File: config.mk
export PLATFORM = sky130hd
export DESIGN_NAME = char_lcd_4bit_write_sequencer
export DESIGN_NICKNAME = d
export VERILOG_FILES = /design/src/rtl/core/clcd4_pkg.sv /design/src/rtl/core/char_lcd_4bit_write_sequencer.sv /design/src/rtl/core/clcd4_step.sv
export VERILOG_INCLUDE_DIRS = /design/src /design/src/rtl/core
export SDC_FILE = /design/constraint.sdc
export NUM_CORES = 1
export LEC_CHECK = 0
export ABC_AREA = 1
export ABC_CLOCK_PERIOD_IN_PS = 3200
export BUFFER_PORTS_ARGS = -buffer_cell sky130_fd_sc_hd__buf_2
export CAP_MARGIN = 40
export CORE_MARGIN = 8
export CORE_UTILIZATION = 50
export DETAILED_ROUTE_END_ITERATION = 10
export PLACE_DENSITY = 0.74
export SYNTH_ARGS = -nofsm -noshare
export SYNTH_HDL_FRONTEND = slang
export SYNTH_SLANG_ARGS = --single-unit
File: constraint.sdc
create_clock -name clk -period 3.2 [get_ports clk]
set_clock_uncertainty 0.15 [all_clocks]
set_input_delay 0.16 -clock clk [delete_from_list [all_inputs] [get_ports clk]]
set_output_delay 0.16 -clock clk [all_outputs]
set_load 0.02 [all_outputs]
File: src/rtl/core/char_lcd_4bit_write_sequencer_macros.svh
// assertion macros for the character lcd write sequencer
// used by the top level only, no other dependencies
`ifndef CHAR_LCD_4BIT_WRITE_SEQUENCER_MACROS_SVH
`define CHAR_LCD_4BIT_WRITE_SEQUENCER_MACROS_SVH

// same-cycle implication under the asynchronous reset
`define CLCD4_ASSERT_NOW(lbl, clk, rst_n, ante, cons) \
	lbl: assert property (@(posedge clk) disable iff (!rst_n) (ante) |-> (cons)) \
		else $error("clcd4 check failed");

// next-cycle implication under the asynchronous reset
`define CLCD4_ASSERT_NEXT(lbl, clk, rst_n, ante, cons) \
	lbl: assert property (@(posedge clk) disable iff (!rst_n) (ante) |=> (cons)) \
		else $error("clcd4 check failed");

`endif

File: src/rtl/core/clcd4_pkg.sv
// shared types and codes for the character lcd 4-bit write sequencer
// no dependencies
package clcd4_pkg;

	localparam int unsigned BYTE_W   = 8;
	localparam int unsigned OPCODE_W = 3;
	localparam int unsigned STATUS_W = 2;
	localparam int unsigned CFG_IDX_W = 2;
	localparam int unsigned CFG_DATA_W = 16;

	localparam logic [OPCODE_W-1:0] OP_TICK  = 3'd0;
	localparam logic [OPCODE_W-1:0] OP_CMD   = 3'd1;
	localparam logic [OPCODE_W-1:0] OP_DATA  = 3'd2;
	localparam logic [OPCODE_W-1:0] OP_TEXT  = 3'd3;
	localparam logic [OPCODE_W-1:0] OP_SLOT  = 3'd4;

	localparam logic [STATUS_W-1:0] ST_OK      = 2'd0;
	localparam logic [STATUS_W-1:0] ST_TIMEOUT = 2'd1;
	localparam logic [STATUS_W-1:0] ST_REFUSED = 2'd2;

	localparam logic [CFG_IDX_W-1:0] CFG_PULSE_TICKS  = 2'd0;
	localparam logic [CFG_IDX_W-1:0] CFG_BUSY_TIMEOUT = 2'd1;
	localparam logic [CFG_IDX_W-1:0] CFG_SECOND_LINE  = 2'd2;
	localparam logic [CFG_IDX_W-1:0] CFG_CGRAM_BASE   = 2'd3;

	localparam logic [15:0] PULSE_TICKS_RST  = 16'd4;
	localparam logic [15:0] BUSY_TIMEOUT_RST = 16'd1000;
	localparam logic [7:0]  SECOND_LINE_RST  = 8'd192;
	localparam logic [7:0]  CGRAM_BASE_RST   = 8'd64;

	localparam logic [BYTE_W-1:0] NEWLINE_CHAR = 8'h0A;
	localparam logic [BYTE_W-1:0] SLOT_COUNT   = 8'd8;
	localparam logic [2:0]        SLOT_MAX     = 3'd7;

	typedef enum logic [4:0] {
		PH_IDLE  = 5'b00001,
		PH_POLL  = 5'b00010,
		PH_SETUP = 5'b00100,
		PH_EN_HI = 5'b01000,
		PH_EN_LO = 5'b10000
	} phase_t;

	typedef struct packed {
		phase_t            phase;
		logic [BYTE_W-1:0] pending_byte;
		logic              select_data;
		logic              low_half;
		logic              enable_level;
	} state_t;

	typedef struct packed {
		logic [15:0] pulse_ticks;
		logic [15:0] busy_timeout;
		logic [7:0]  second_line_cmd;
		logic [7:0]  cgram_base;
	} cfg_t;

	typedef struct packed {
		logic [STATUS_W-1:0] status;
		logic                done_res;
		logic                ready_res;
		logic                data_drive;
		logic [3:0]          data_nibble;
		logic                enable_line;
		logic                rw_line;
		logic                rs_line;
	} result_t;

endpackage

File: src/rtl/core/char_lcd_4bit_write_sequencer.sv
// top level of the character lcd 4-bit write sequencer: input register,
// sequencer state, output register and configuration registers
// depends on clcd4_pkg, clcd4_step and char_lcd_4bit_write_sequencer_macros.svh
// an accepted transaction passes the input register, then the output register
// throughput: one transaction per cycle unless the output stalls, limited by the single state update
// reset (arst_n low) clears the sequencer to idle, empties both registers
// and loads the configuration registers with their defaults
`include "char_lcd_4bit_write_sequencer_macros.svh"

module char_lcd_4bit_write_sequencer #(
	parameter int TICK_COUNT_BITS = 16
) (
	input  logic        clk,
	input  logic        arst_n,
	input  logic        s_axis_tvalid,
	output logic        s_axis_tready,
	input  logic [15:0] s_axis_tdata,  // byte_value[7:0], busy_pin[8], zero[15:9]
	input  logic [2:0]  s_axis_tuser,  // opcode[2:0]
	output logic        m_axis_tvalid,
	input  logic        m_axis_tready,
	// rs_line[0], rw_line[1], enable_line[2], data_nibble[6:3], data_drive[7],
	// ready_res[8], done_res[9], status[11:10], zero[15:12]
	output logic [15:0] m_axis_tdata,
	input  logic        cfg_we,
	input  logic [1:0]  cfg_index,
	input  logic [15:0] cfg_data
);

	logic                              s1_valid;
	logic [clcd4_pkg::OPCODE_W-1:0]    opcode_s1;
	logic [clcd4_pkg::BYTE_W-1:0]      byte_s1;
	logic                              busy_s1;
	logic                              advance;
	logic                              m_valid_q;
	clcd4_pkg::result_t                result_q;
	clcd4_pkg::result_t                result_nxt;
	clcd4_pkg::state_t                 state_q;
	clcd4_pkg::state_t                 state_nxt;
	logic [TICK_COUNT_BITS-1:0]        tick_q;
	logic [TICK_COUNT_BITS-1:0]        tick_nxt;
	clcd4_pkg::cfg_t                   cfg_q;
	logic                              ph_idle;
	logic                              ph_poll;
	logic                              idle_clear;
	logic                              done_clear;

	assign advance       = !m_valid_q || m_axis_tready;
	assign s_axis_tready = !s1_valid || advance;
	assign m_axis_tvalid = m_valid_q;
	assign m_axis_tdata  = {4'b0000, result_q};

	always_ff @(posedge clk or negedge arst_n) begin
		if (!arst_n) begin
			cfg_q.pulse_ticks     <= clcd4_pkg::PULSE_TICKS_RST;
			cfg_q.busy_timeout    <= clcd4_pkg::BUSY_TIMEOUT_RST;
			cfg_q.second_line_cmd <= clcd4_pkg::SECOND_LINE_RST;
			cfg_q.cgram_base      <= clcd4_pkg::CGRAM_BASE_RST;
		end else if (cfg_we) begin
			unique case (cfg_index)
				clcd4_pkg::CFG_PULSE_TICKS:  cfg_q.pulse_ticks     <= cfg_data;
				clcd4_pkg::CFG_BUSY_TIMEOUT: cfg_q.busy_timeout    <= cfg_data;
				clcd4_pkg::CFG_SECOND_LINE:  cfg_q.second_line_cmd <= cfg_data[7:0];
				clcd4_pkg::CFG_CGRAM_BASE:   cfg_q.cgram_base      <= cfg_data[7:0];
			endcase
		end
	end

	// input register
	always_ff @(posedge clk or negedge arst_n) begin
		if (!arst_n) begin
			s1_valid <= 1'b0;
		end else if (s_axis_tready) begin
			s1_valid <= s_axis_tvalid;
		end
	end

	always_ff @(posedge clk) begin
		if (s_axis_tready && s_axis_tvalid) begin
			opcode_s1 <= s_axis_tuser;
			byte_s1   <= s_axis_tdata[7:0];
			busy_s1   <= s_axis_tdata[8];
		end
	end

	clcd4_step #(
		.TICK_COUNT_BITS(TICK_COUNT_BITS)
	) u_step (
		.state      (state_q),
		.tick_count (tick_q),
		.cfg        (cfg_q),
		.opcode     (opcode_s1),
		.byte_value (byte_s1),
		.busy_pin   (busy_s1),
		.state_nxt  (state_nxt),
		.tick_nxt   (tick_nxt),
		.result     (result_nxt)
	);

	// sequencer state and output valid
	always_ff @(posedge clk or negedge arst_n) begin
		if (!arst_n) begin
			state_q.phase        <= clcd4_pkg::PH_IDLE;
			state_q.pending_byte <= '0;
			state_q.select_data  <= 1'b0;
			state_q.low_half     <= 1'b0;
			state_q.enable_level <= 1'b0;
			tick_q               <= '0;
			m_valid_q            <= 1'b0;
		end else if (s1_valid && advance) begin
			state_q   <= state_nxt;
			tick_q    <= tick_nxt;
			m_valid_q <= 1'b1;
		end else if (m_axis_tready) begin
			m_valid_q <= 1'b0;
		end
	end

	always_ff @(posedge clk) begin
		if (s1_valid && advance) begin
			result_q <= result_nxt;
		end
	end

	assign ph_idle    = (state_q.phase == clcd4_pkg::PH_IDLE);
	assign ph_poll    = (state_q.phase == clcd4_pkg::PH_POLL);
	assign idle_clear = (tick_q == '0) && !state_q.low_half && !state_q.enable_level;
	assign done_clear = result_q.ready_res && (result_q.status != clcd4_pkg::ST_REFUSED);

	`CLCD4_ASSERT_NOW(a_idle_quiet, clk, arst_n, ph_idle, idle_clear)
	`CLCD4_ASSERT_NOW(a_poll_enable, clk, arst_n, ph_poll, state_q.enable_level && !state_q.low_half)
	`CLCD4_ASSERT_NOW(a_done_ready, clk, arst_n, m_valid_q && result_q.done_res, done_clear)
	`CLCD4_ASSERT_NEXT(a_step_emits, clk, arst_n, s1_valid && advance, m_valid_q)

endmodule

File: src/rtl/core/clcd4_step.sv
// next-state and pin result logic for one transaction of the lcd sequencer
// depends on clcd4_pkg
module clcd4_step #(
	parameter int TICK_COUNT_BITS = 16
) (
	input  clcd4_pkg::state_t               state,
	input  logic [TICK_COUNT_BITS-1:0]      tick_count,
	input  clcd4_pkg::cfg_t                 cfg,
	input  logic [clcd4_pkg::OPCODE_W-1:0]  opcode,
	input  logic [clcd4_pkg::BYTE_W-1:0]    byte_value,
	input  logic                            busy_pin,
	output clcd4_pkg::state_t               state_nxt,
	output logic [TICK_COUNT_BITS-1:0]      tick_nxt,
	output clcd4_pkg::result_t              result
);

	localparam int CMP_W = (TICK_COUNT_BITS > 16) ? TICK_COUNT_BITS : 16;
	localparam logic [TICK_COUNT_BITS-1:0] TICK_ONE = TICK_COUNT_BITS'(1);
	localparam logic [TICK_COUNT_BITS-1:0] TICK_ZERO = '0;
	localparam logic [TICK_COUNT_BITS-1:0] TICK_MAX = '1;

	logic [TICK_COUNT_BITS-1:0] tick_inc;
	logic                       pulse_over;
	logic                       poll_over;
	logic                       is_request;
	logic [2:0]                 slot;
	clcd4_pkg::state_t          req_state;

	// saturating counter; a saturated count also ends any interval
	assign tick_inc   = (tick_count == TICK_MAX) ? tick_count : tick_count + TICK_ONE;
	assign pulse_over = (CMP_W'(tick_count) >= CMP_W'(cfg.pulse_ticks)) ||
		(tick_count == TICK_MAX);
	assign poll_over  = (CMP_W'(tick_inc) >= CMP_W'(cfg.busy_timeout)) ||
		(tick_inc == TICK_MAX);

	assign is_request = (opcode == clcd4_pkg::OP_CMD) || (opcode == clcd4_pkg::OP_DATA) ||
		(opcode == clcd4_pkg::OP_TEXT) || (opcode == clcd4_pkg::OP_SLOT);
	assign slot = (byte_value >= clcd4_pkg::SLOT_COUNT) ? clcd4_pkg::SLOT_MAX : byte_value[2:0];

	always_comb begin
		req_state              = state;
		req_state.phase        = clcd4_pkg::PH_POLL;
		req_state.low_half     = 1'b0;
		req_state.enable_level = 1'b1;
		req_state.pending_byte = byte_value;
		req_state.select_data  = 1'b0;
		unique case (opcode)
			clcd4_pkg::OP_DATA: begin
				req_state.select_data = 1'b1;
			end
			clcd4_pkg::OP_TEXT: begin
				if (byte_value == clcd4_pkg::NEWLINE_CHAR) begin
					req_state.pending_byte = cfg.second_line_cmd;
				end else begin
					req_state.select_data = 1'b1;
				end
			end
			clcd4_pkg::OP_SLOT: begin
				req_state.pending_byte = cfg.cgram_base + {2'b00, slot, 3'b000};
			end
			default: begin
			end
		endcase
	end

	always_comb begin
		state_nxt       = state;
		tick_nxt        = tick_count;
		result.done_res = 1'b0;
		result.status   = clcd4_pkg::ST_OK;
		if (is_request) begin
			if (state.phase != clcd4_pkg::PH_IDLE) begin
				result.status = clcd4_pkg::ST_REFUSED;
			end else begin
				state_nxt = req_state;
				tick_nxt  = TICK_ZERO;
			end
		end else begin
			unique case (state.phase)
				clcd4_pkg::PH_IDLE: begin
				end
				clcd4_pkg::PH_POLL: begin
					if (!busy_pin) begin
						state_nxt.phase        = clcd4_pkg::PH_SETUP;
						state_nxt.enable_level = 1'b0;
						tick_nxt               = TICK_ZERO;
					end else if (poll_over) begin
						state_nxt.phase        = clcd4_pkg::PH_IDLE;
						state_nxt.enable_level = 1'b0;
						tick_nxt               = TICK_ZERO;
						result.done_res        = 1'b1;
						result.status          = clcd4_pkg::ST_TIMEOUT;
					end else begin
						tick_nxt = tick_inc;
					end
				end
				clcd4_pkg::PH_SETUP: begin
					state_nxt.phase        = clcd4_pkg::PH_EN_HI;
					state_nxt.enable_level = 1'b1;
					tick_nxt               = TICK_ONE;
				end
				clcd4_pkg::PH_EN_HI: begin
					if (pulse_over) begin
						state_nxt.phase        = clcd4_pkg::PH_EN_LO;
						state_nxt.enable_level = 1'b0;
						tick_nxt               = TICK_ONE;
					end else begin
						tick_nxt = tick_inc;
					end
				end
				clcd4_pkg::PH_EN_LO: begin
					if (pulse_over) begin
						if (!state.low_half) begin
							state_nxt.low_half     = 1'b1;
							state_nxt.phase        = clcd4_pkg::PH_EN_HI;
							state_nxt.enable_level = 1'b1;
							tick_nxt               = TICK_ONE;
						end else begin
							state_nxt.phase        = clcd4_pkg::PH_IDLE;
							state_nxt.low_half     = 1'b0;
							state_nxt.enable_level = 1'b0;
							tick_nxt               = TICK_ZERO;
							result.done_res        = 1'b1;
						end
					end else begin
						tick_nxt = tick_inc;
					end
				end
				default: begin
					state_nxt.phase        = clcd4_pkg::PH_IDLE;
					state_nxt.enable_level = 1'b0;
				end
			endcase
		end

		// pins as they stand after this transaction
		result.rw_line     = (state_nxt.phase == clcd4_pkg::PH_POLL);
		result.data_drive  = (state_nxt.phase != clcd4_pkg::PH_POLL);
		result.ready_res   = (state_nxt.phase == clcd4_pkg::PH_IDLE);
		result.enable_line = state_nxt.enable_level;
		if ((state_nxt.phase == clcd4_pkg::PH_IDLE) || (state_nxt.phase == clcd4_pkg::PH_POLL)) begin
			result.rs_line     = 1'b0;
			result.data_nibble = 4'h0;
		end else begin
			result.rs_line     = state_nxt.select_data;
			result.data_nibble = state_nxt.low_half ? state_nxt.pending_byte[3:0] :
				state_nxt.pending_byte[7:4];
		end
	end

endmodule

* Word level (Yosys, flattened, before mapping)
Index checks and enable logic that the tools add are counted.
** Operators by class
- Equality and inequality tests :: 20
- Reductions and logical operators :: 20
- Order comparisons :: 3
- Muxes and demuxes :: 42
- $add $sub $neg :: 2
** Operator list (count)
- 16-bit two-way mux :: 8
- 16-bit one-hot mux with 4 select lines :: 1
- 16-bit == test (second input constant) :: 2
- 16-bit greater-or-equal comparator :: 2
- 5-bit two-way mux :: 5
- 5-bit one-hot mux with 5 select lines :: 1
- 16-bit by 1-bit adder with 16-bit output (second input constant) :: 1
- 8-bit one-hot mux with 2 select lines :: 1
- 2-bit two-way mux :: 7
- 5-bit by 1-bit == test with 1-bit output (second input constant) :: 2
- 5-bit by 2-bit == test with 1-bit output (second input constant) :: 2
- 1-bit two-way mux :: 10
- 9-bit two-way mux :: 1
- 8-bit by 6-bit adder with 8-bit output :: 1
- 8-bit by 4-bit == test with 1-bit output (second input constant) :: 1
- 8-bit by 4-bit greater-or-equal comparator with 1-bit output (second input constant) :: 1
- 1-bit logical OR :: 8
- 4-bit two-way mux :: 2
- 8-bit two-way mux :: 1
- 2-bit AND reduction :: 4
- 3-bit by 2-bit == test with 1-bit output (second input constant) :: 2
- 3-bit two-way mux :: 2
- 5-bit by 3-bit == test with 1-bit output (second input constant) :: 1
- 5-bit by 4-bit == test with 1-bit output (second input constant) :: 1
- other kinds (16) :: 20
** Storage, ports and cells
- Output and inout bits :: 18
- Bits in registers :: 106
- Logic and storage cells :: 110
- Bits of input ports :: 42

* Longest topological paths before layout
Gate-level depths: netlist of the first run.
- Depth in word-level cells :: 10
- Depth in mapped cells :: 23
- Gate-level depth less buffers :: 23

* Hierarchy
A second synthesis of the first run with hierarchy kept.
** Unflattened totals
- Cell total of the unflattened synthesis :: 921
- Area total of the unflattened synthesis :: 6891.6 µm²
** By module, submodules not included
- char_lcd_4bit_write_sequencer :: instances 1, area each 4077.7 µm², cells an instance 390, seq. area each 2786.4 µm²
- clcd4_step :: instances 1, area each 2813.9 µm², cells an instance 531, seq. area each 0.0 µm²

* Worst setup path after synthesis of the first run
OpenSTA, ideal clock, no wires.
- Path kind :: reg2reg
- From :: register tick_q[0]
- To :: register result_q (netlist bit m_axis_tdata[4]) (data pin)
- Clock period less this slack :: 3.238 ns
- Setup time :: 0.258 ns
- Stages on the path, launching flop included :: 24
- Buffers on the path :: 1
- Slack :: -0.038 ns
- Required time :: 2.792 ns
- Arrival time :: 2.830 ns
- Path through :: dfrtp_1 ha_1 inv_2 nor2_4 nand2_4 nor2_8 inv_4 buf_6 nand2_1 ha_1 a21oi_1 o21ai_0 a21oi_1 o21ai_0 nor2_1 nand2_2 nand2_2 nand2_2 nand2_4 nand2_2 nor2_2 nand2_4 nand2_4 nor2_2
** Between the ends
- Longest elaborated chain between the ends :: 10
- Elaborated cells between the ends (all ways) :: 21
- Classes of those cells :: add/sub (1); order compare (2); eq/ne (4); mux (11); reduce/logical (3)
** Ends and longest elaborated chain
- from (decl) :: RTL line char_lcd_4bit_write_sequencer.sv:39 : logic [TICK_COUNT_BITS-1:0] tick_q;
- from (signal assigned) :: RTL line char_lcd_4bit_write_sequencer.sv:111 : tick_q <= tick_nxt;
- 16-bit by 1-bit adder with 16-bit output or 16-bit == test (tied branches) :: RTL line clcd4_step.sv:30, clcd4_step.sv:32
- 16-bit two-way mux :: RTL line clcd4_step.sv:30 : assign tick_inc = (tick_count == TICK_MAX) ? tick_count : tick_count + TICK_ONE;
- 16-bit greater-or-equal comparator or 16-bit == test (tied branches) :: RTL line clcd4_step.sv:33, clcd4_step.sv:34
- 1-bit logical OR :: RTL line clcd4_step.sv:33 : assign poll_over = (CMP_W'(tick_inc) >= CMP_W'(cfg.busy_timeout)) ||
- 5-bit two-way mux :: RTL line clcd4_step.sv:87 : end else if (poll_over) begin
- 5-bit two-way mux :: RTL line clcd4_step.sv:83 : if (!busy_pin) begin
- 5-bit one-hot mux with 5 select lines :: RTL line clcd4_step.sv:79 : unique case (state.phase)
- 5-bit two-way mux :: RTL line clcd4_step.sv:71 : if (is_request) begin
- 5-bit by 1-bit == test with 1-bit output or 5-bit by 2-bit == test with 1-bit output (tied branches) :: RTL line clcd4_step.sv:141 : if ((state_nxt.phase == clcd4_pkg::PH_IDLE) || (state_nxt.phase == clcd4_pkg::PH_POLL)) begin
- 1-bit logical OR :: RTL line clcd4_step.sv:141
- to (signal assigned) :: RTL line char_lcd_4bit_write_sequencer.sv:120 : result_q <= result_nxt;
- to (decl) :: RTL line char_lcd_4bit_write_sequencer.sv:35 : clcd4_pkg::result_t result_q;
Several ways; a longest one is shown, not always the timed one.
A chain may end at the register's enable or synchronous reset.

* Worst setup path after layout of the first run
- From :: register tick_q[1]
- To :: register result_q (netlist bit m_axis_tdata[4]) (data pin)
Same word-level chain as after synthesis.

==> results of run 1 <==
[metal layers]
layer,wire [um],part of all wire
met4,193,0.013
met1,7050,0.46
met5,0,0
met3,1030,0.067
met2,6940,0.46
[through the flow]
stage                     setup slack (ns)  utilization  hold WS [ns]  std cells  setup TNS (ns)
after CTS                          0.00445        0.635       0.00242       1050               0
final                               0.0220        0.652       0.00839       1052               0
after global routing                -0.158        0.652        0.0275       1052          -0.890
after global placement             -0.0569        0.576        0.0786       1000          -0.257
after floorplan                     0.0174            -        -0.286        769               0
after detailed placement            -0.120        0.578        0.0790       1002          -0.553
[cell usage after synthesis (all sizes together)]
library cell	count
o21ba	1
fa	1
o21ai	97
a41o	1
o21a	2
ha	37
dfstp	11
a31oi	1
inv	108
nand3	43
o22ai	2
dfrtp	71
a211oi	1
nor3	2
conb	1
o211ai	6
nand4	15
o2111ai	1
nor2	61
clkbuf	13
edfxtp	24
buf	7
a2111oi	1
nor4	2
a21oi	36
xnor2	3
xor2	5
nand2	213
[worst max-delay path, stage by stage, from the launching register on]
cell and delay [ns]:
sky130_fd_sc_hd__dfrtp_1 0.42, sky130_fd_sc_hd__ha_4 0.16, sky130_fd_sc_hd__inv_2 0.04, sky130_fd_sc_hd__nor2_4 0.14, sky130_fd_sc_hd__nand2_4 0.09, sky130_fd_sc_hd__nor2_8 0.12
sky130_fd_sc_hd__inv_6 0.07, sky130_fd_sc_hd__buf_6 0.15, sky130_fd_sc_hd__nand2_4 0.07, sky130_fd_sc_hd__ha_4 0.20, sky130_fd_sc_hd__a21oi_2 0.14, sky130_fd_sc_hd__o21ai_1 0.08
sky130_fd_sc_hd__a21oi_1 0.16, sky130_fd_sc_hd__o21ai_1 0.09, sky130_fd_sc_hd__nor2_1 0.11, sky130_fd_sc_hd__buf_4 0.15, sky130_fd_sc_hd__nand3_4 0.08, sky130_fd_sc_hd__nand2_2 0.08
sky130_fd_sc_hd__nand3_2 0.10, sky130_fd_sc_hd__nor2_4 0.15, sky130_fd_sc_hd__nand2_4 0.07, sky130_fd_sc_hd__nand2_4 0.10, sky130_fd_sc_hd__nor2_2 0.04
[sequential cells by signal, indices dropped and copies added, names as in the netlist]
| signal | flops |
|---|---|
| byte_s1 | 8 |
| tick_q | 16 |
| state_q | 16 |
| cfg_q | 48 |
| m_axis_tvalid | 1 |
| busy_s1 | 1 |
| m_axis_tdata | 12 |
| s1_valid | 1 |
| opcode_s1 | 3 |
[area by class of cell]
type,instances,share of cell area
clock inverter,4,0.00975
tap,147,0.0235
timing repair buffer,140,0.134
inverter,108,0.0524
sequential,106,0.356
multi-input combinational,535,0.394
clock buffer,12,0.0302
[logic make-up after synthesis]
kind of cell	after synthesis	synth area share
flip-flops	106	0.455
AND/OR/NAND/NOR	336	0.242
AO/OA/AOI/OAI	149	0.129
adder cells (fa/ha/maj)	38	0.0788
other	1	0.000612
XOR/XNOR	8	0.0114
buffers and inverters	128	0.0829
[power by group]
part / internal [W] / total, W / leakage, nW / switching, W
Clock: 0.000692 / 0.00119 / 0.153 / 0.000501
Combinational: 0.000659 / 0.00170 / 2.45 / 0.00104
Sequential: 0.00169 / 0.00186 / 1.26 / 0.000164
Total: 0.00304 / 0.00475 / 3.86 / 0.00171
[worst paths after layout]
kind | start | endpoint | slack (ns) | cells past startpoint
min in group asynchronous | arst_n | cfg_q[47] | 0.22 | 2
min | cfg_data[0] | cfg_q[16] | 0.008 | 3
min reg2reg | cfg_q[39] | cfg_q[39] | 0.33 | 2
max in group asynchronous | arst_n | cfg_q[25] | 1.91 | 3
max | tick_q[1] | m_axis_tdata[4] | 0.02 | 22
max reg2reg | tick_q[1] | m_axis_tdata[4] | 0.02 | 22
[timing repair]
| item | CTS | global route |
|---|---|---|
| hold buffers | 30 | 0 |
| pin swaps | 11 | 19 |
| buffers inserted | 2 | 2 |
| setup endpoints to repair | 6 | 17 |
| gates resized for setup | 13 | 44 |
| endpoints found under the hold margin | 91 | 0 |
==> reports/summary.md, run 1 <==
## Timing
- 3.18 ns — min cycle time layout
- 315 MHz — achievable frequency
- 0.447 — worst-case headroom to the max-slew limit
- 0 — number of hold-slack violations in the final timing report
- yes — unrepaired setup endpoints after global routing
- 0 — Final Max Tran Viols
- 0 — count of final setup violators
- 0.993 — period utilisation layout
- 0.822 ns — transition time at the pin with the least slew margin

## Layout
- 0.00783 mm2 — area of all placed cells without fillers
- sky130_fd_sc_hd__nand2_1 — leading cell type in the layout, fill and taps excluded
- 980 — Total Nets Final
- 27.8% — area added between synthesis and finish
- 0 — antenna diode instance count
- 0.00309 mm2 — multi-input combinational cell area
- sky130_fd_sc_hd__nand2_1, sky130_fd_sc_hd__inv_1, sky130_fd_sc_hd__o21ai_0 — most used cells in the layout excluding fill and tap cells
- 0.00279 mm2 — Register Area
- 980 — number of fillers in the final layout
- 0.238 — layout cells sized above 1

## Detailed routing
- 5 — number of search-and-repair iterations in the first detailed-routing pass
- 15.2 mm — drt total wl
- 0 — final antenna-violating net count
- 5483 — via count
- 408 — Initial DRC Count
- 14.5 um — wire length per cell after detailed routing
- 0 — DRC violations left
- 5.21 — detailed-route vias per instance

## Clock tree
- yes — clock tree from TritonCTS
- 0.07 ns — register clock-pin slew on the reported worst setup and hold paths
- 106 — CTS sink cnt
- 2 — CTS max path bufs
- 0.36 ns — Worst-Skew Late Latency
- 3 — maximum level of the CTS H-tree
- sky130_fd_sc_hd__clkbuf_16 — Clk Tree Root Cell
- 9 — total clock buffers created by CTS

## Synthesis
- sky130_fd_sc_hd__dfrtp_1 — most area-hungry cell type in the Yosys netlist
- 0.00613 mm2 — cell area after synthesis
- 8.00 um2 — average cell area after synthesis
- 106 — count of state elements after synthesis
- 0 — Yosys warnings
- 0.290 — portion of synthesized cell area occupied by the leading cell type
- 41 — count of unique library cells instantiated by Yosys
- 766 — number of instances in the synthesized netlist
- sky130_fd_sc_hd__dfrtp_1, sky130_fd_sc_hd__nand2_1, sky130_fd_sc_hd__edfxtp_1 — biggest area contributors in the synthesized netlist
- 0.455 — sequential-to-total area share from yosys stat

## Global routing
- 0.261 — met1 Track Usage GR
- 0.301 — M2 GR Usage
- 0 — leftover overflow at the end of global routing
- 0.0394 — grt met3 use
- 0.192 — GR Util All Layers
- 54 — maximum number of pins on one net before global-route repair
- 0 — number of antenna violations at the first check in global routing
- met2 — GRT Max-Usage Layer
- 5302 — via count of the first global-routing pass
- 25.0 mm — global-route wire length before repair

## Critical path
- flop — Crit. End Element
- flop to flop — type of the setup path with the least slack
- 8 — maximum net fanout on the critical path
- flop — Worst Setup Start Kind
- 3.16 ns — required time worst endpoint
- 3.13 ns — Data arrival, critical path

## Floorplan
- 0.0161 mm2 — area enclosed by the die boundary
- 0.0120 mm2 — core region area
- 0.510 — starting density of the core
- 40 — num rows
- 60 — number of top-level design ports
- 127 um — die width
- 127 um — vertical die dimension

## Power
- 0.399 mV — Max IR drop VDD
- 0.00475 W — Total Power Consumption
- 607 mW/mm2 — Power per Cell Area
- 3.86 nW — static leakage power

## Place
- 0.00694 mm2 — placement-stage cell area
- 11.1 mm — HPWL after detailed placement
- 0.911 — last weighted congestion value of the routability-driven placer
- 48 — number of input and output port buffers inserted

## Flow run
- 0 — # Max-Cap Violations

## Run status
- finished, final reports clean — run status

## Worst hold path
- input pin to flop — Tightest Hold Check Type

(Power assumes the default switching activity.)
==> run 2, diff against run 1 <==
--- a/config.mk
+++ b/config.mk
@@ -8,12 +8,12 @@
 export LEC_CHECK = 0
 export ABC_AREA = 1
 export ABC_CLOCK_PERIOD_IN_PS = 3200
-export BUFFER_PORTS_ARGS = -buffer_cell sky130_fd_sc_hd__buf_2
 export CAP_MARGIN = 40
-export CORE_MARGIN = 8
+export CORE_MARGIN = 1
 export CORE_UTILIZATION = 50
 export DETAILED_ROUTE_END_ITERATION = 10
-export PLACE_DENSITY = 0.74
+export DONT_BUFFER_PORTS = 1
+export PLACE_DENSITY = 0.7
 export SYNTH_ARGS = -nofsm -noshare
 export SYNTH_HDL_FRONTEND = slang
 export SYNTH_SLANG_ARGS = --single-unit
==> constraint.sdc (replaced) <==
create_clock -name clk -period 3.2 [get_ports clk]
set_clock_uncertainty 0.15 [all_clocks]
set_input_delay 0.32 -clock clk [delete_from_list [all_inputs] [get_ports clk]]
set_output_delay 0.32 -clock clk [all_outputs]
set_load 0.02 [all_outputs]
==> reports/summary.md, run 2 (synthesized netlist as in run 1, its figures left out) <==
## Run status
- finished, final reports clean — run status

## Critical path
- flop — Crit. End Element
- 3.17 ns — required time worst endpoint
- 3.14 ns — Data arrival, critical path
- flop to flop — type of the setup path with the least slack
- 5 — maximum net fanout on the critical path
- flop — Worst Setup Start Kind

## Detailed routing
- 5557 — via count
- 15.4 mm — drt total wl
- 0 — final antenna-violating net count
- 15.4 um — wire length per cell after detailed routing
- 5 — number of search-and-repair iterations in the first detailed-routing pass
- 454 — Initial DRC Count
- 0 — DRC violations left
- 5.56 — detailed-route vias per instance

## Clock tree
- sky130_fd_sc_hd__clkbuf_16 — Clk Tree Root Cell
- 9 — total clock buffers created by CTS
- 106 — CTS sink cnt
- 0.08 ns — register clock-pin slew on the reported worst setup and hold paths
- yes — clock tree from TritonCTS
- 3 — maximum level of the CTS H-tree
- 0.36 ns — Worst-Skew Late Latency
- 2 — CTS max path bufs

## Layout
- cfg_q — largest register by flop count
- cfg_q: 48 flops, state_q: 16 flops, tick_q: 16 flops — biggest regs
- 0.00752 mm2 — area of all placed cells without fillers
- sky130_fd_sc_hd__nand2_1, sky130_fd_sc_hd__inv_1, sky130_fd_sc_hd__o21ai_0 — most used cells in the layout excluding fill and tap cells
- 22.6% — area added between synthesis and finish
- 0 — antenna diode instance count
- 0.200 — layout cells sized above 1
- 48 — max reg flops
- sky130_fd_sc_hd__nand2_1 — leading cell type in the layout, fill and taps excluded
- 927 — Total Nets Final

## Floorplan
- 0.0127 mm2 — area enclosed by the die boundary
- 40 — num rows
- 113 um — vertical die dimension
- 0.512 — starting density of the core
- 113 um — die width
- 60 — number of top-level design ports
- 0.0120 mm2 — core region area

## Timing
- 0.475 — worst-case headroom to the max-slew limit
- yes — unrepaired setup endpoints after global routing
- 315 MHz — achievable frequency
- 0 — Final Max Tran Viols
- 0 — number of hold-slack violations in the final timing report
- 0.000345 ns — Worst Hold Slack
- 0 ns — Setup TNS Final
- 0.992 — period utilisation layout
- 0.786 ns — transition time at the pin with the least slew margin
- 3.17 ns — min cycle time layout
- 0 — count of final setup violators

## Flow run
- 0 — # Max-Cap Violations

## Global routing
- 83 — maximum number of pins on one net before global-route repair
- 0 — leftover overflow at the end of global routing
- 25.4 mm — global-route wire length before repair
- 5249 — via count of the first global-routing pass
- 0 — number of antenna violations at the first check in global routing
- 0.256 — GR Util All Layers

## Power
- 0.00285 W — cell-internal power
- 3.66 nW — static leakage power
- 0.338 — share of total power in combinational logic
- 0.00172 W — switching component of the power
- 608 mW/mm2 — Power per Cell Area
- 0.383 mV — Max IR drop VDD
- 0.00457 W — Total Power Consumption
- 0.377 — fraction of power spent switching nets
- 0.239 — clock network fraction of total power
- 0.423 — Seq pwr share

## Place
- 0.911 — last weighted congestion value of the routability-driven placer
- 10.9 mm — HPWL after detailed placement
- 0.00670 mm2 — placement-stage cell area
- 0 — number of input and output port buffers inserted

## Worst hold path
- input pin to flop — Tightest Hold Check Type

==> run 2: final cells by class <==
class / count / area [um2]
clock buffer: 10 / 239
clock inverter: 6 / 47.5
fill: 974 / 4440
inverter: 108 / 410
multi-input combinational: 535 / 3080
sequential: 106 / 2790
tap: 147 / 184
timing repair buffer: 87 / 769
==> run 2: per-layer routing <==
layer	GRT usage	part of all wire	vias up
met4	0.111	0.025	0
met1	0.356	0.45	2652
met3	0.0348	0.059	26
li1	-	-	2663
met2	0.402	0.47	216
met5	0	0	-
==> run 2: power by group through the flow <==
stage          registers, W  clock network, W  logic, W
5_1_grt             0.00197           0.00114   0.00174
2_1_floorplan       0.00191                 0  0.000970
4_1_cts             0.00193           0.00110   0.00147
6_report            0.00193           0.00109   0.00154
3_5_place_dp        0.00195                 0   0.00137
3_3_place_gp        0.00195                 0   0.00132
==> run 2: worst paths after layout <==
kind / from / endpoint / slack [ns] / cells after the start
worst max-delay path: tick_q[1] / m_axis_tdata[0] / 0.03 / 20
worst min-delay path: cfg_data[5] / cfg_q[21] / 0.0003 / 2
worst max register to register: tick_q[1] / m_axis_tdata[0] / 0.03 / 20
worst min register to register: cfg_q[37] / cfg_q[37] / 0.34 / 2
max in group asynchronous: arst_n / state_q[11] / 2.14 / 2
min in group asynchronous: arst_n / tick_q[9] / 0.38 / 2
==> run 2: per-stage QoR <==
step / utilization / setup slack (ns) / instances
2_1_floorplan: - / 0.0174 / 769
3_3_place_gp: 0.558 / -0.154 / 952
3_5_place_dp: 0.560 / -0.216 / 954
4_1_cts: 0.614 / 0.00334 / 997
5_1_grt: 0.628 / -0.165 / 999
6_report: 0.628 / 0.0258 / 999
==> run 2: timing repair <==
| item | CTS | global route |
|---|---|---|
| hold buffers | 24 | 0 |
| setup endpoints to repair | 7 | 23 |
| resized for setup | 20 | 36 |
| endpoints found under the hold margin | 109 | 0 |
| buffers inserted | 3 | 2 |
| pin swaps | 13 | 17 |
==> run 2: worst max-delay path, cell delays in order, from the launching register on <==
cell                      delay [ns]
sky130_fd_sc_hd__dfrtp_2        0.41
sky130_fd_sc_hd__ha_4           0.15
sky130_fd_sc_hd__inv_2          0.04
sky130_fd_sc_hd__nor2_4         0.15
sky130_fd_sc_hd__nand2_4        0.10
sky130_fd_sc_hd__buf_4          0.15
sky130_fd_sc_hd__xor2_1         0.13
sky130_fd_sc_hd__nand2_1        0.10
sky130_fd_sc_hd__ha_1           0.20
sky130_fd_sc_hd__a21oi_2        0.11
sky130_fd_sc_hd__o21ai_1        0.08
sky130_fd_sc_hd__a21oi_2        0.17
sky130_fd_sc_hd__o21ai_1        0.10
sky130_fd_sc_hd__nor2_2         0.22
sky130_fd_sc_hd__nand3_2        0.13
sky130_fd_sc_hd__nand2_2        0.09
sky130_fd_sc_hd__nand3_2        0.10
sky130_fd_sc_hd__nor2_4         0.14
sky130_fd_sc_hd__nand2_4        0.07
sky130_fd_sc_hd__nand2_4        0.10
sky130_fd_sc_hd__nor2_2         0.04
==> run 3, diff against run 2 <==
--- a/config.mk
+++ b/config.mk
@@ -13,6 +13,7 @@
 export CORE_UTILIZATION = 50
 export DETAILED_ROUTE_END_ITERATION = 10
 export DONT_BUFFER_PORTS = 1
+export HOLD_SLACK_MARGIN = 0.12
 export PLACE_DENSITY = 0.7
 export SYNTH_ARGS = -nofsm -noshare
 export SYNTH_HDL_FRONTEND = slang
==> reports/summary.md, run 3 (synthesized netlist as in run 1, its figures left out) <==
## Floorplan
- 113 um — vertical die dimension
- 0.0120 mm2 — core region area
- 113 um — die width
- 0.512 — starting density of the core
- 40 — num rows
- 0.0127 mm2 — area enclosed by the die boundary
- 60 — number of top-level design ports

## Timing
- 0 — Final Max Tran Viols
- 0.800 ns — transition time at the pin with the least slew margin
- 0.991 — period utilisation layout
- 0.302 ns — Worst Hold Slack
- 0 — count of final setup violators
- 0.466 — worst-case headroom to the max-slew limit
- 0 — number of hold-slack violations in the final timing report
- 0.0296 ns — post-route worst setup slack
- 3.17 ns — min cycle time layout
- yes — unrepaired setup endpoints after global routing
- 315 MHz — achievable frequency

## Critical path
- flop to flop — type of the setup path with the least slack
- 3.14 ns — Data arrival, critical path
- sky130_fd_sc_hd__dfrtp_2 — slowest stage cell on the critical path
- 3.17 ns — required time worst endpoint
- 2 — Bufs and invs on worst path
- flop — Crit. End Element
- 5 — maximum net fanout on the critical path
- 20 — instance count on the critical path
- flop — Worst Setup Start Kind
- simple AND/OR/NAND/NOR gates — cell class contributing the biggest share of worst-path delay
- 0.41 ns — delay of the slowest cell on the worst path
- sky130_fd_sc_hd__nand2_4 — cell repeated most along the worst path
- ha_4, inv_2, nor2_4, nand2_4, buf_4, xor2_1, nand2_1, ha_1, a21oi_2, o21ai_1, a21oi_2, o21ai_1, nor2_2, nand3_2, nand2_2, nand3_2, nor2_4, nand2_4, nand2_4, nor2_2 — critical path, cell by cell
- 20 — number of cells on the worst reg-to-reg path

## Detailed routing
- 15.5 mm — drt total wl
- 0 — DRC violations left
- 5583 — via count
- 432 — Initial DRC Count
- 5 — number of search-and-repair iterations in the first detailed-routing pass
- 0 — final antenna-violating net count
- 5.54 — detailed-route vias per instance
- 15.4 um — wire length per cell after detailed routing

## Layout
- 0.635 — share of the core filled with cells
- 0.00760 mm2 — area of all placed cells without fillers
- 48 — max reg flops
- sky130_fd_sc_hd__nand2_1 — leading cell type in the layout, fill and taps excluded
- 0.198 — layout cells sized above 1
- cfg_q: 48 flops, state_q: 16 flops, tick_q: 16 flops — biggest regs
- 23.9% — area added between synthesis and finish
- 0 — antenna diode instance count
- cfg_q — largest register by flop count
- sky130_fd_sc_hd__nand2_1, sky130_fd_sc_hd__inv_1, sky130_fd_sc_hd__o21ai_0 — most used cells in the layout excluding fill and tap cells
- 935 — Total Nets Final

## Place
- 0.911 — last weighted congestion value of the routability-driven placer
- -0.216 ns — pre-CTS worst setup slack
- 0 — number of input and output port buffers inserted
- 10.9 mm — HPWL after detailed placement
- 0.00670 mm2 — placement-stage cell area

## Clock tree
- sky130_fd_sc_hd__clkbuf_16 — Clk Tree Root Cell
- 106 — CTS sink cnt
- 0.36 ns — Worst-Skew Late Latency
- 3 — maximum level of the CTS H-tree
- 9 — total clock buffers created by CTS
- 0.08 ns — register clock-pin slew on the reported worst setup and hold paths
- yes — clock tree from TritonCTS
- 2 — CTS max path bufs

## Global routing
- 5299 — via count of the first global-routing pass
- 25.6 mm — global-route wire length before repair
- 0.257 — GR Util All Layers
- 83 — maximum number of pins on one net before global-route repair
- 0 — leftover overflow at the end of global routing
- 0 — number of antenna violations at the first check in global routing

## Flow run
- 0 — # Max-Cap Violations

## Power
- 0.383 mV — Max IR drop VDD
- 3.69 nW — static leakage power
- 602 mW/mm2 — Power per Cell Area

## Worst hold path
- input pin to flop — Tightest Hold Check Type
- 2 — cell count of the worst hold path

## Run status
- finished, final reports clean — run status

run 3: cell types whose count changed in the layout (fill, tap and decap cells not counted):
cell	change
sky130_fd_sc_hd__dlygate4sd3_1	+8
run 3: what timing repair did:
action | 4_1_cts | 5_1_grt
hold buffers | 32 | 0
setup buffers | 3 | 2
pin swaps | 13 | 17
setup endpoints to repair | 7 | 23
hold endpoints to repair | 144 | 0
gates resized for setup | 20 | 36
run 3: path summary, 6_finish.rpt:
check,start,to,slack (ns)
min,cfg_we,cfg_q[34],0.30
min reg2reg,cfg_q[37],cfg_q[37],0.34
max,tick_q[1],m_axis_tdata[0],0.03
min in group asynchronous,arst_n,tick_q[9],0.39
max reg2reg,tick_q[1],m_axis_tdata[0],0.03
max in group asynchronous,arst_n,state_q[11],2.13
run 3: report_power, final:
group	switching [W]	internal [W]
registers	0.000235	0.00170
logic	0.000955	0.000598
clock network	0.000528	0.000557
total	0.00172	0.00285
run 3: layout make-up:
cell class	instances	area, um2
sequential	106	2790
multi-input combinational	535	3080
fill	961	4360
tap	147	184
clock buffer	10	239
timing repair buffer	95	850
inverter	108	410
clock inverter	6	47.5
run 3: routing by layer:
layer / part of all wire / up-vias / global-route usage
met2: 0.47 / 220 / 0.407
met4: 0.025 / 0 / 0.111
met3: 0.058 / 33 / 0.0348
met1: 0.45 / 2655 / 0.357
li1: - / 2675 / -
met5: 0 / - / 0
run 3: through the flow:
stage          setup TNS, ns  power (W)  cells
2_1_floorplan              0    0.00288    769
3_3_place_gp          -0.760    0.00327    952
3_5_place_dp           -1.13    0.00332    954
4_1_cts                    0    0.00451   1005
5_1_grt               -0.866    0.00486   1007
6_report                   0    0.00457   1007
run 3: worst register-to-register path: stages (launching register included):
cell                      delay [ns]
sky130_fd_sc_hd__dfrtp_2        0.41
sky130_fd_sc_hd__ha_4           0.15
sky130_fd_sc_hd__inv_2          0.04
sky130_fd_sc_hd__nor2_4         0.15
sky130_fd_sc_hd__nand2_4        0.10
sky130_fd_sc_hd__buf_4          0.15
sky130_fd_sc_hd__xor2_1         0.13
sky130_fd_sc_hd__nand2_1        0.10
sky130_fd_sc_hd__ha_1           0.20
sky130_fd_sc_hd__a21oi_2        0.11
sky130_fd_sc_hd__o21ai_1        0.08
sky130_fd_sc_hd__a21oi_2        0.17
sky130_fd_sc_hd__o21ai_1        0.10
sky130_fd_sc_hd__nor2_2         0.22
sky130_fd_sc_hd__nand3_2        0.13
sky130_fd_sc_hd__nand2_2        0.09
sky130_fd_sc_hd__nand3_2        0.10
sky130_fd_sc_hd__nor2_4         0.15
sky130_fd_sc_hd__nand2_4        0.07
sky130_fd_sc_hd__nand2_4        0.10
sky130_fd_sc_hd__nor2_2         0.04
